$ cat src/hw/rtl/ole_pkg.sv
// Shared types and constants for the ordered list engine.
`default_nettype none

package ole_pkg;

  localparam int unsigned CAPACITY_DEF = 16;
  localparam int unsigned DATA_W       = 32;

  typedef enum logic [1:0] {
    CMD_INS_FRONT = 2'd0,
    CMD_INS_END   = 2'd1,
    CMD_DELETE    = 2'd2,
    CMD_SEARCH    = 2'd3
  } cmd_e;

  typedef enum logic [1:0] {
    STS_OK        = 2'd0,
    STS_EMPTY     = 2'd1,
    STS_NOT_FOUND = 2'd2,
    STS_FULL      = 2'd3
  } status_e;

  typedef struct packed {
    logic [4:0] length;
    logic [3:0] position;
    status_e    status;
  } res_t;

endpackage

`default_nettype wire

$ cat src/hw/rtl/ordered_list_engine.sv
// Top level of the ordered list engine: sequencer, entry store and output register.
`default_nettype none

// Bounded ordered list of signed 32-bit values held in a ring buffer, so
// inserts at the head or the tail touch a single entry. Every item returns
// one result (status, position, length). An insert, or a delete or search on
// an empty list, goes from the sequencer's result register to the output
// register, and the input is ready again once it has moved there. A delete or
// search walks the list through the single read port of the entry store, one
// entry a cycle, and then registers its result the same way. The compaction
// of a delete is done in the same pass through the write port. The input is
// not ready while an item is in progress. A finished result waits in the
// output register while the next item is taken. If the output register is
// still occupied, the sequencer holds its result and the input stays not
// ready until the receiver takes the waiting item.
module ordered_list_engine import ole_pkg::*; #(
  parameter int unsigned CAPACITY = CAPACITY_DEF
) (
  input  wire logic        clk_i,
  input  wire logic        rst_ni,
  input  wire logic        s_axis_tvalid_i,
  output logic             s_axis_tready_o,
  input  wire logic [31:0] s_axis_tdata_i,  // value[31:0]
  input  wire logic [1:0]  s_axis_tuser_i,  // command[1:0]
  output logic             m_axis_tvalid_o,
  input  wire logic        m_axis_tready_i,
  output logic      [15:0] m_axis_tdata_o   // status[1:0], position[5:2], length[10:6], zero
);

  localparam int unsigned IW = $clog2(CAPACITY);
  localparam int unsigned LW = $clog2(CAPACITY + 1);

  logic              res_valid;
  logic              res_ready;
  res_t              res;
  logic              mem_we;
  logic [IW-1:0]     mem_waddr;
  logic [DATA_W-1:0] mem_wdata;
  logic              mem_re;
  logic [IW-1:0]     mem_raddr;
  logic [DATA_W-1:0] mem_rdata;
  logic              out_valid_q;
  res_t              out_q;

  ole_ctrl #(
    .CAPACITY (CAPACITY),
    .IW       (IW),
    .LW       (LW)
  ) u_ctrl (
    .clk_i       (clk_i),
    .rst_ni      (rst_ni),
    .in_valid_i  (s_axis_tvalid_i),
    .in_ready_o  (s_axis_tready_o),
    .in_cmd_i    (cmd_e'(s_axis_tuser_i)),
    .in_value_i  (s_axis_tdata_i),
    .res_valid_o (res_valid),
    .res_ready_i (res_ready),
    .res_o       (res),
    .mem_we_o    (mem_we),
    .mem_waddr_o (mem_waddr),
    .mem_wdata_o (mem_wdata),
    .mem_re_o    (mem_re),
    .mem_raddr_o (mem_raddr),
    .mem_rdata_i (mem_rdata)
  );

  ole_mem #(
    .DEPTH (CAPACITY),
    .AW    (IW)
  ) u_mem (
    .clk_i   (clk_i),
    .we_i    (mem_we),
    .waddr_i (mem_waddr),
    .wdata_i (mem_wdata),
    .re_i    (mem_re),
    .raddr_i (mem_raddr),
    .rdata_o (mem_rdata)
  );

  assign res_ready = !out_valid_q || m_axis_tready_i;

  always_ff @(posedge clk_i or negedge rst_ni) begin
    if (!rst_ni) begin
      out_valid_q <= 1'b0;
    end else if (res_ready) begin
      out_valid_q <= res_valid;
    end
  end

  always_ff @(posedge clk_i) begin
    if (res_ready && res_valid) begin
      out_q <= res;
    end
  end

  assign m_axis_tvalid_o = out_valid_q;
  assign m_axis_tdata_o  = {5'd0, out_q.length, out_q.position, out_q.status};

endmodule

`default_nettype wire

$ cat src/hw/rtl/ole_mem.sv
// Entry store: one write port, one read port with registered read data.
`default_nettype none

module ole_mem import ole_pkg::*; #(
  parameter int unsigned DEPTH = CAPACITY_DEF,
  parameter int unsigned AW    = $clog2(DEPTH)
) (
  input  wire logic              clk_i,
  input  wire logic              we_i,
  input  wire logic [AW-1:0]     waddr_i,
  input  wire logic [DATA_W-1:0] wdata_i,
  input  wire logic              re_i,
  input  wire logic [AW-1:0]     raddr_i,
  output logic      [DATA_W-1:0] rdata_o
);

  logic [DATA_W-1:0] mem_q [DEPTH];

  always_ff @(posedge clk_i) begin
    if (we_i) begin
      mem_q[waddr_i] <= wdata_i;
    end
  end

  always_ff @(posedge clk_i) begin
    if (re_i) begin
      rdata_o <= mem_q[raddr_i];
    end
  end

endmodule

`default_nettype wire

$ cat src/hw/rtl/ole_ctrl.sv
// Sequencer: ring-buffer pointers, list length and the shared key compare.
`default_nettype none

module ole_ctrl import ole_pkg::*; #(
  parameter int unsigned CAPACITY = CAPACITY_DEF,
  parameter int unsigned IW       = $clog2(CAPACITY),
  parameter int unsigned LW       = $clog2(CAPACITY + 1)
) (
  input  wire logic              clk_i,
  input  wire logic              rst_ni,
  input  wire logic              in_valid_i,
  output logic                   in_ready_o,
  input  wire cmd_e              in_cmd_i,
  input  wire logic [DATA_W-1:0] in_value_i,
  output logic                   res_valid_o,
  input  wire logic              res_ready_i,
  output res_t                   res_o,
  output logic                   mem_we_o,
  output logic      [IW-1:0]     mem_waddr_o,
  output logic      [DATA_W-1:0] mem_wdata_o,
  output logic                   mem_re_o,
  output logic      [IW-1:0]     mem_raddr_o,
  input  wire logic [DATA_W-1:0] mem_rdata_i
);

  typedef enum logic [2:0] {
    ST_IDLE = 3'b001,
    ST_SCAN = 3'b010,
    ST_DONE = 3'b100
  } state_e;

  localparam logic [IW-1:0] PTR_LAST = IW'(CAPACITY - 1);
  localparam logic [LW-1:0] LEN_FULL = LW'(CAPACITY);

  state_e            state_q, state_d;
  logic [IW-1:0]     head_q, head_d;
  logic [LW-1:0]     len_q, len_d;
  logic [IW-1:0]     cmp_idx_q, cmp_idx_d;
  logic [IW-1:0]     cmp_ptr_q, cmp_ptr_d;
  logic [IW-1:0]     prv_ptr_q, prv_ptr_d;
  logic              hit_q, hit_d;
  logic [IW-1:0]     pos_q, pos_d;
  logic              del_q, del_d;
  logic [DATA_W-1:0] key_q, key_d;
  res_t              res_q, res_d;

  logic              accept;
  logic              full;
  logic [IW-1:0]     head_dec;
  logic [IW-1:0]     cmp_ptr_inc;
  logic [LW:0]       tail_sum;
  logic [IW-1:0]     tail_ptr;
  logic              match;
  logic              last;
  logic [LW-1:0]     len_fin;

  assign in_ready_o  = (state_q == ST_IDLE);
  assign accept      = in_valid_i && in_ready_o;
  assign full        = (len_q == LEN_FULL);
  assign head_dec    = (head_q == '0) ? PTR_LAST : head_q - IW'(1);
  assign cmp_ptr_inc = (cmp_ptr_q == PTR_LAST) ? '0 : cmp_ptr_q + IW'(1);
  assign tail_sum    = (LW+1)'(head_q) + (LW+1)'(len_q);
  assign tail_ptr    = (tail_sum >= (LW+1)'(CAPACITY)) ?
                       IW'(tail_sum - (LW+1)'(CAPACITY)) : IW'(tail_sum);
  assign match       = (mem_rdata_i == key_q);
  assign last        = (LW'(cmp_idx_q) == len_q - LW'(1));
  assign len_fin     = (del_q && (hit_q || match)) ? len_q - LW'(1) : len_q;

  assign res_valid_o = (state_q == ST_DONE);
  assign res_o       = res_q;

  always_comb begin
    state_d     = state_q;
    head_d      = head_q;
    len_d       = len_q;
    cmp_idx_d   = cmp_idx_q;
    cmp_ptr_d   = cmp_ptr_q;
    prv_ptr_d   = prv_ptr_q;
    hit_d       = hit_q;
    pos_d       = pos_q;
    del_d       = del_q;
    key_d       = key_q;
    res_d       = res_q;
    mem_we_o    = 1'b0;
    mem_waddr_o = tail_ptr;
    mem_wdata_o = in_value_i;
    mem_re_o    = 1'b0;
    mem_raddr_o = cmp_ptr_inc;

    case (state_q)
      ST_IDLE: begin
        if (accept) begin
          res_d.position = '0;
          res_d.length   = 5'(len_q);
          state_d        = ST_DONE;
          case (in_cmd_i)
            CMD_INS_FRONT, CMD_INS_END: begin
              if (full) begin
                res_d.status = STS_FULL;
              end else begin
                res_d.status = STS_OK;
                mem_we_o     = 1'b1;
                len_d        = len_q + LW'(1);
                res_d.length = 5'(len_q + LW'(1));
                if (in_cmd_i == CMD_INS_FRONT) begin
                  mem_waddr_o = head_dec;
                  head_d      = head_dec;
                end
              end
            end
            CMD_DELETE, CMD_SEARCH: begin
              if (len_q == '0) begin
                res_d.status = (in_cmd_i == CMD_DELETE) ? STS_EMPTY : STS_NOT_FOUND;
              end else begin
                mem_re_o    = 1'b1;
                mem_raddr_o = head_q;
                cmp_idx_d   = '0;
                cmp_ptr_d   = head_q;
                prv_ptr_d   = head_q;
                hit_d       = 1'b0;
                pos_d       = '0;
                del_d       = (in_cmd_i == CMD_DELETE);
                key_d       = in_value_i;
                state_d     = ST_SCAN;
              end
            end
            default: begin
              res_d.status = STS_NOT_FOUND;
            end
          endcase
        end
      end
      ST_SCAN: begin
        mem_re_o    = 1'b1;
        mem_raddr_o = cmp_ptr_inc;
        // In a delete, once the key has matched, each later entry moves one place towards the head.
        if (del_q && hit_q) begin
          mem_we_o    = 1'b1;
          mem_waddr_o = prv_ptr_q;
          mem_wdata_o = mem_rdata_i;
        end
        if (!hit_q && match) begin
          hit_d = 1'b1;
          pos_d = cmp_idx_q;
        end
        cmp_idx_d = cmp_idx_q + IW'(1);
        cmp_ptr_d = cmp_ptr_inc;
        prv_ptr_d = cmp_ptr_q;
        if (last) begin
          len_d          = len_fin;
          res_d.length   = 5'(len_fin);
          res_d.status   = (hit_q || match) ? STS_OK : STS_NOT_FOUND;
          res_d.position = hit_q ? 4'(pos_q) : (match ? 4'(cmp_idx_q) : 4'd0);
          state_d        = ST_DONE;
        end
      end
      ST_DONE: begin
        if (res_ready_i) begin
          state_d = ST_IDLE;
        end
      end
      default: begin
        state_d = ST_IDLE;
      end
    endcase
  end

  always_ff @(posedge clk_i or negedge rst_ni) begin
    if (!rst_ni) begin
      state_q <= ST_IDLE;
      head_q  <= '0;
      len_q   <= '0;
    end else begin
      state_q <= state_d;
      head_q  <= head_d;
      len_q   <= len_d;
    end
  end

  always_ff @(posedge clk_i) begin
    cmp_idx_q <= cmp_idx_d;
    cmp_ptr_q <= cmp_ptr_d;
    prv_ptr_q <= prv_ptr_d;
    hit_q     <= hit_d;
    pos_q     <= pos_d;
    del_q     <= del_d;
    key_q     <= key_d;
    res_q     <= res_d;
  end

endmodule

`default_nettype wire

$ cat config.mk
export PLATFORM = sky130hd
export DESIGN_NAME = ordered_list_engine
export DESIGN_NICKNAME = d
export VERILOG_FILES = /design/src/hw/rtl/ole_pkg.sv /design/src/hw/rtl/ordered_list_engine.sv /design/src/hw/rtl/ole_mem.sv /design/src/hw/rtl/ole_ctrl.sv
export SDC_FILE = /design/constraint.sdc
export NUM_CORES = 1
export LEC_CHECK = 0
export ABC_CLOCK_PERIOD_IN_PS = 9440
export BUFFER_PORTS_ARGS = -buffer_cell sky130_fd_sc_hd__buf_2
export CORE_UTILIZATION = 35
export DETAILED_ROUTE_END_ITERATION = 10
export PLACE_DENSITY_LB_ADDON = 0.25
export SLEW_MARGIN = 10
export SYNTH_ARGS = -nofsm -noshare
export SYNTH_HDL_FRONTEND = slang
export SYNTH_HIERARCHICAL = 1
export SYNTH_SLANG_ARGS = --single-unit
$ cat constraint.sdc
create_clock -name clk_i -period 9.44 [get_ports clk_i]
set_input_delay 1.416 -clock clk_i [delete_from_list [all_inputs] [get_ports clk_i]]
set_output_delay 1.416 -clock clk_i [all_outputs]
set_load 0.02 [all_outputs]
==> results.cfg <==
[outcome]
status = finished, final reports clean

[sta]
fin_crit_sh_pct = 50.15
worst_pin_slew_ps = 1175
finalSetupTns_ps = 0
slew_violations = 0
setup_viol = 0
slew_headroom_pct = 21.35
clock_skew_ps = 25.25
rsz0062_at_grt = false
fmax_mhz = 211.2
hold_viol_final = 0
fin_crit_ps = 4734

[cells_and_area]
multi_input_area_sq_um = 5738
n_antenna_cell = 0
seq_area_sq_um = 18820
stdcell_area_sq_um = 28470
drive_above_1_share_pct = 27.68
area_delta_synth_final_pct = 14.83
nNetsFinal = 1346
nFillCells = 6231
fin_util_pct = 40.66

[global_route]
grt_antenna_before_repair = 1
grt.overflow.total = 0
grt_pass1_vias = 12230
grt_pass1_wl_um = 85060
grt.total_usage_pct = 16.73
grt_start_max_net_pins = 113

[clock_network]
insertion_delay_ps = 600
htree_levels = 3
cts_buffer_depth = 3
cts.clk_slew.worst_paths_ps = 60
post_cts_buffers = 0
tritoncts = done
cts_resized = 0
cts_buffers = 67
root_buffer = clkbuf_16
clock_sinks = 629
ctsHoldBuffers = 0

[power_and_ir_drop]
clkPwrFrac_pct = 31.8
power.total_mw = 8.363
comb_power_share_pct = 25.5
sequentialPowerShare_pct = 42.8
p_switching_mw = 2.500
p_leak_nw = 9.100
ir_drop_mv = 0.1667
p_per_area_nw_per_um2 = 293.7
p_int_mw = 5.863
p_sw_share_pct = 29.89

[worst_setup_path]
r2r-end = u_mem/mem_q[9][28]
critPathBufInv = 4
crit_chain = inv_2 > or3_4 > clkinv_2 > and3_2 > buf_4 > nor2_1 > a221o_1 > nand2b_1 > nor2_4 > buf_4
criticalPathCategory = reg -> reg
cp_slowest_stage_delay_ps = 620
path_max_fanout = 39
cp.required_ps = 9670
start_kind = register
cp_top_family = simple AND/OR/NAND/NOR gates
worstSetupEndpointType = register
crit_top_cell = buf_4
critPathArrivalTime_ps = 4970
reg2reg_from = u_ctrl/state_q[1]
rr_worst_depth = 10
r2r_setup_slack_ps = 4710
crit_slowest_cell = buf_4

[die]
dieArea_sq_um = 71910
die_w_um = 268.2
dieHeight_um = 268.2
rows = 97
coreArea_sq_um = 70030
ios = 56
start_util_pct = 35.41

[synthesis]
synth_seq_area_share_pct = 75.92
synth_cell_type_count = 67
async_flop_share_pct = 2.067
synthFlopType = edfxtp_1
yosysWarnings = 6
synth_seq_cells = 629
synthCells = 1217
syn_area_sq_um = 24790
syn_avg_cell_area_sq_um = 20.37
synth_edf_count = 616

[hold_path]
hp-start = u_ctrl/res_o[4]
whs_path_depth = 0
hold_path_class = reg -> reg
worstHoldEndpoint = m_axis_tdata_o[4]

[routing]
drc_errors = 0
routed_wl_um = 59040
routed_via_density = 5.259
dr.first_iter.drc_count = 1154
num_vias = 12050
ant_nets = 0
drt_pass1_iterations = 5
wire_per_inst_um = 25.77

[placed_design]
gp_congestion = 0.7736
placed_area_sq_um = 26250
numPortBuffers = 50
dp_hpwl_um = 29620

[job]
maxCapViolCount = 0
area by class of cell:
| type | instances | share of cell area [%] |
|---|---|---|
| tap | 940 | 4.131 |
| multi-input combinational | 513 | 20.15 |
| sequential | 629 | 66.12 |
| clock buffer | 82 | 6.271 |
| clock inverter | 39 | 1.543 |
| inverter | 11 | 0.1494 |
| timing repair buffer | 77 | 1.635 |
cells in the mapped netlist, types with 2 or more instances:
library cell | n | area, sq um
mux2_1 | 9 | 101.4
mux4_2 | 128 | 2883
nand2_1 | 69 | 259.0
a211o_1 | 2 | 17.52
nand3b_1 | 6 | 45.04
inv_2 | 2 | 7.510
buf_2 | 15 | 75.07
a21oi_1 | 15 | 75.07
clkbuf_1 | 21 | 78.83
a221o_1 | 4 | 40.04
mux2_2 | 26 | 292.8
a32o_1 | 2 | 20.02
xnor2_1 | 12 | 105.1
buf_4 | 16 | 120.1
nor4_1 | 9 | 56.30
xor2_1 | 38 | 332.8
a211oi_1 | 2 | 15.01
nand2_2 | 2 | 12.51
o21a_1 | 2 | 15.01
nand4_1 | 2 | 12.51
buf_6 | 4 | 45.04
nor3_2 | 2 | 20.02
buf_1 | 12 | 45.04
o21ai_0 | 10 | 50.05
nor2b_1 | 3 | 18.77
a22oi_1 | 64 | 480.5
a31oi_1 | 2 | 12.51
edfxtp_1 | 616 | 18500
a21o_1 | 4 | 30.03
ha_1 | 8 | 100.1
nor2_1 | 33 | 123.9
dfrtp_1 | 12 | 300.3
nor3_1 | 8 | 40.04
inv_1 | 8 | 30.03
nand3_1 | 4 | 20.02
nand2b_1 | 4 | 25.02
and2_1 | 8 | 50.05
and3_1 | 4 | 25.02
per-layer routing:
layer  global-route usage, %  up-vias  part of all wire (%)
met5                       0        -                     0
met4                   3.876        0                   1.8
met3                   3.381       76                   5.6
met2                   27.01      342                    49
met1                   23.29     6486                    44
li1                        -     5144                     -
through the flow:
step | setup WS, ps | instances | hold WS, ps
finish | 4706 | 2291 | 417.6
global route | 4223 | 2291 | 423.6
CTS | 4675 | 2291 | 419.9
detailed placement | 4337 | 2170 | 406.6
global placement | 4326 | 2170 | 401.5
floorplan | 3718 | 1221 | 400.3
sequential cells by signal, indices dropped and copies added, names as in the netlist:
register          flops
m_axis_tdata_o       11
m_axis_tvalid_o       1
u_ctrl/cmp_idx_q      4
u_ctrl/cmp_ptr_q      4
u_ctrl/del_q          1
u_ctrl/head_q         4
u_ctrl/hit_q          1
u_ctrl/key_q         32
u_ctrl/len_q          5
u_ctrl/pos_q          4
u_ctrl/prv_ptr_q      4
u_ctrl/res_o         11
u_ctrl/state_q        3
u_mem/mem_q         512
u_mem/rdata_o        32
layout by cell type (no fill, tap or decap), types with 14 or more instances in the layout:
cell         n
mux2_2      26
xor2_1      38
nor2_1      20
mux4_2     128
buf_2       50
buf_4       26
a22oi_1     64
a21oi_1     15
nand2_1     68
nor2_4      14
edfxtp_1   616
clkbuf_16   69
power by group through the flow:
stage | sequential [mW] | combinational, mW | clock, mW
4_1_cts | 3.58 | 2.17 | 2.71
3_5_place_dp | 3.64 | 2.16 | 0
5_1_grt | 3.60 | 2.30 | 2.82
2_1_floorplan | 3.59 | 1.49 | 0
6_report | 3.58 | 2.13 | 2.66
3_3_place_gp | 3.63 | 2.15 | 0
how the worst max path moves through the flow:
stage                                 start                 end  slack, ps  cells past startpoint
after floorplan           s_axis_tuser_i[1]   u_mem/mem_q[0][0]       3720                      6
after global placement    s_axis_tuser_i[1]    u_mem/rdata_o[0]       4330                      8
after detailed placement  s_axis_tuser_i[1]    u_mem/rdata_o[0]       4340                      8
after CTS                 u_ctrl/state_q[1]  u_mem/mem_q[9][28]       4680                     10
after global routing        u_ctrl/len_q[0]    u_mem/rdata_o[0]       4220                     12
final                     u_ctrl/state_q[1]  u_mem/mem_q[9][28]       4710                     10
cell families after synthesis:
family | Yosys count | share of synthesized area (%)
and+or+nand+nor | 168 | 3.422
AOI/OAI and AO/OA | 118 | 3.532
buffers and inverters | 79 | 1.640
DFF | 629 | 75.92
xor gates and xnor gates | 50 | 1.766
adders and majority gates | 9 | 0.4845
muxes | 163 | 13.22
other | 1 | 0.01512
Note: power is estimated with default switching activity, not from simulation.
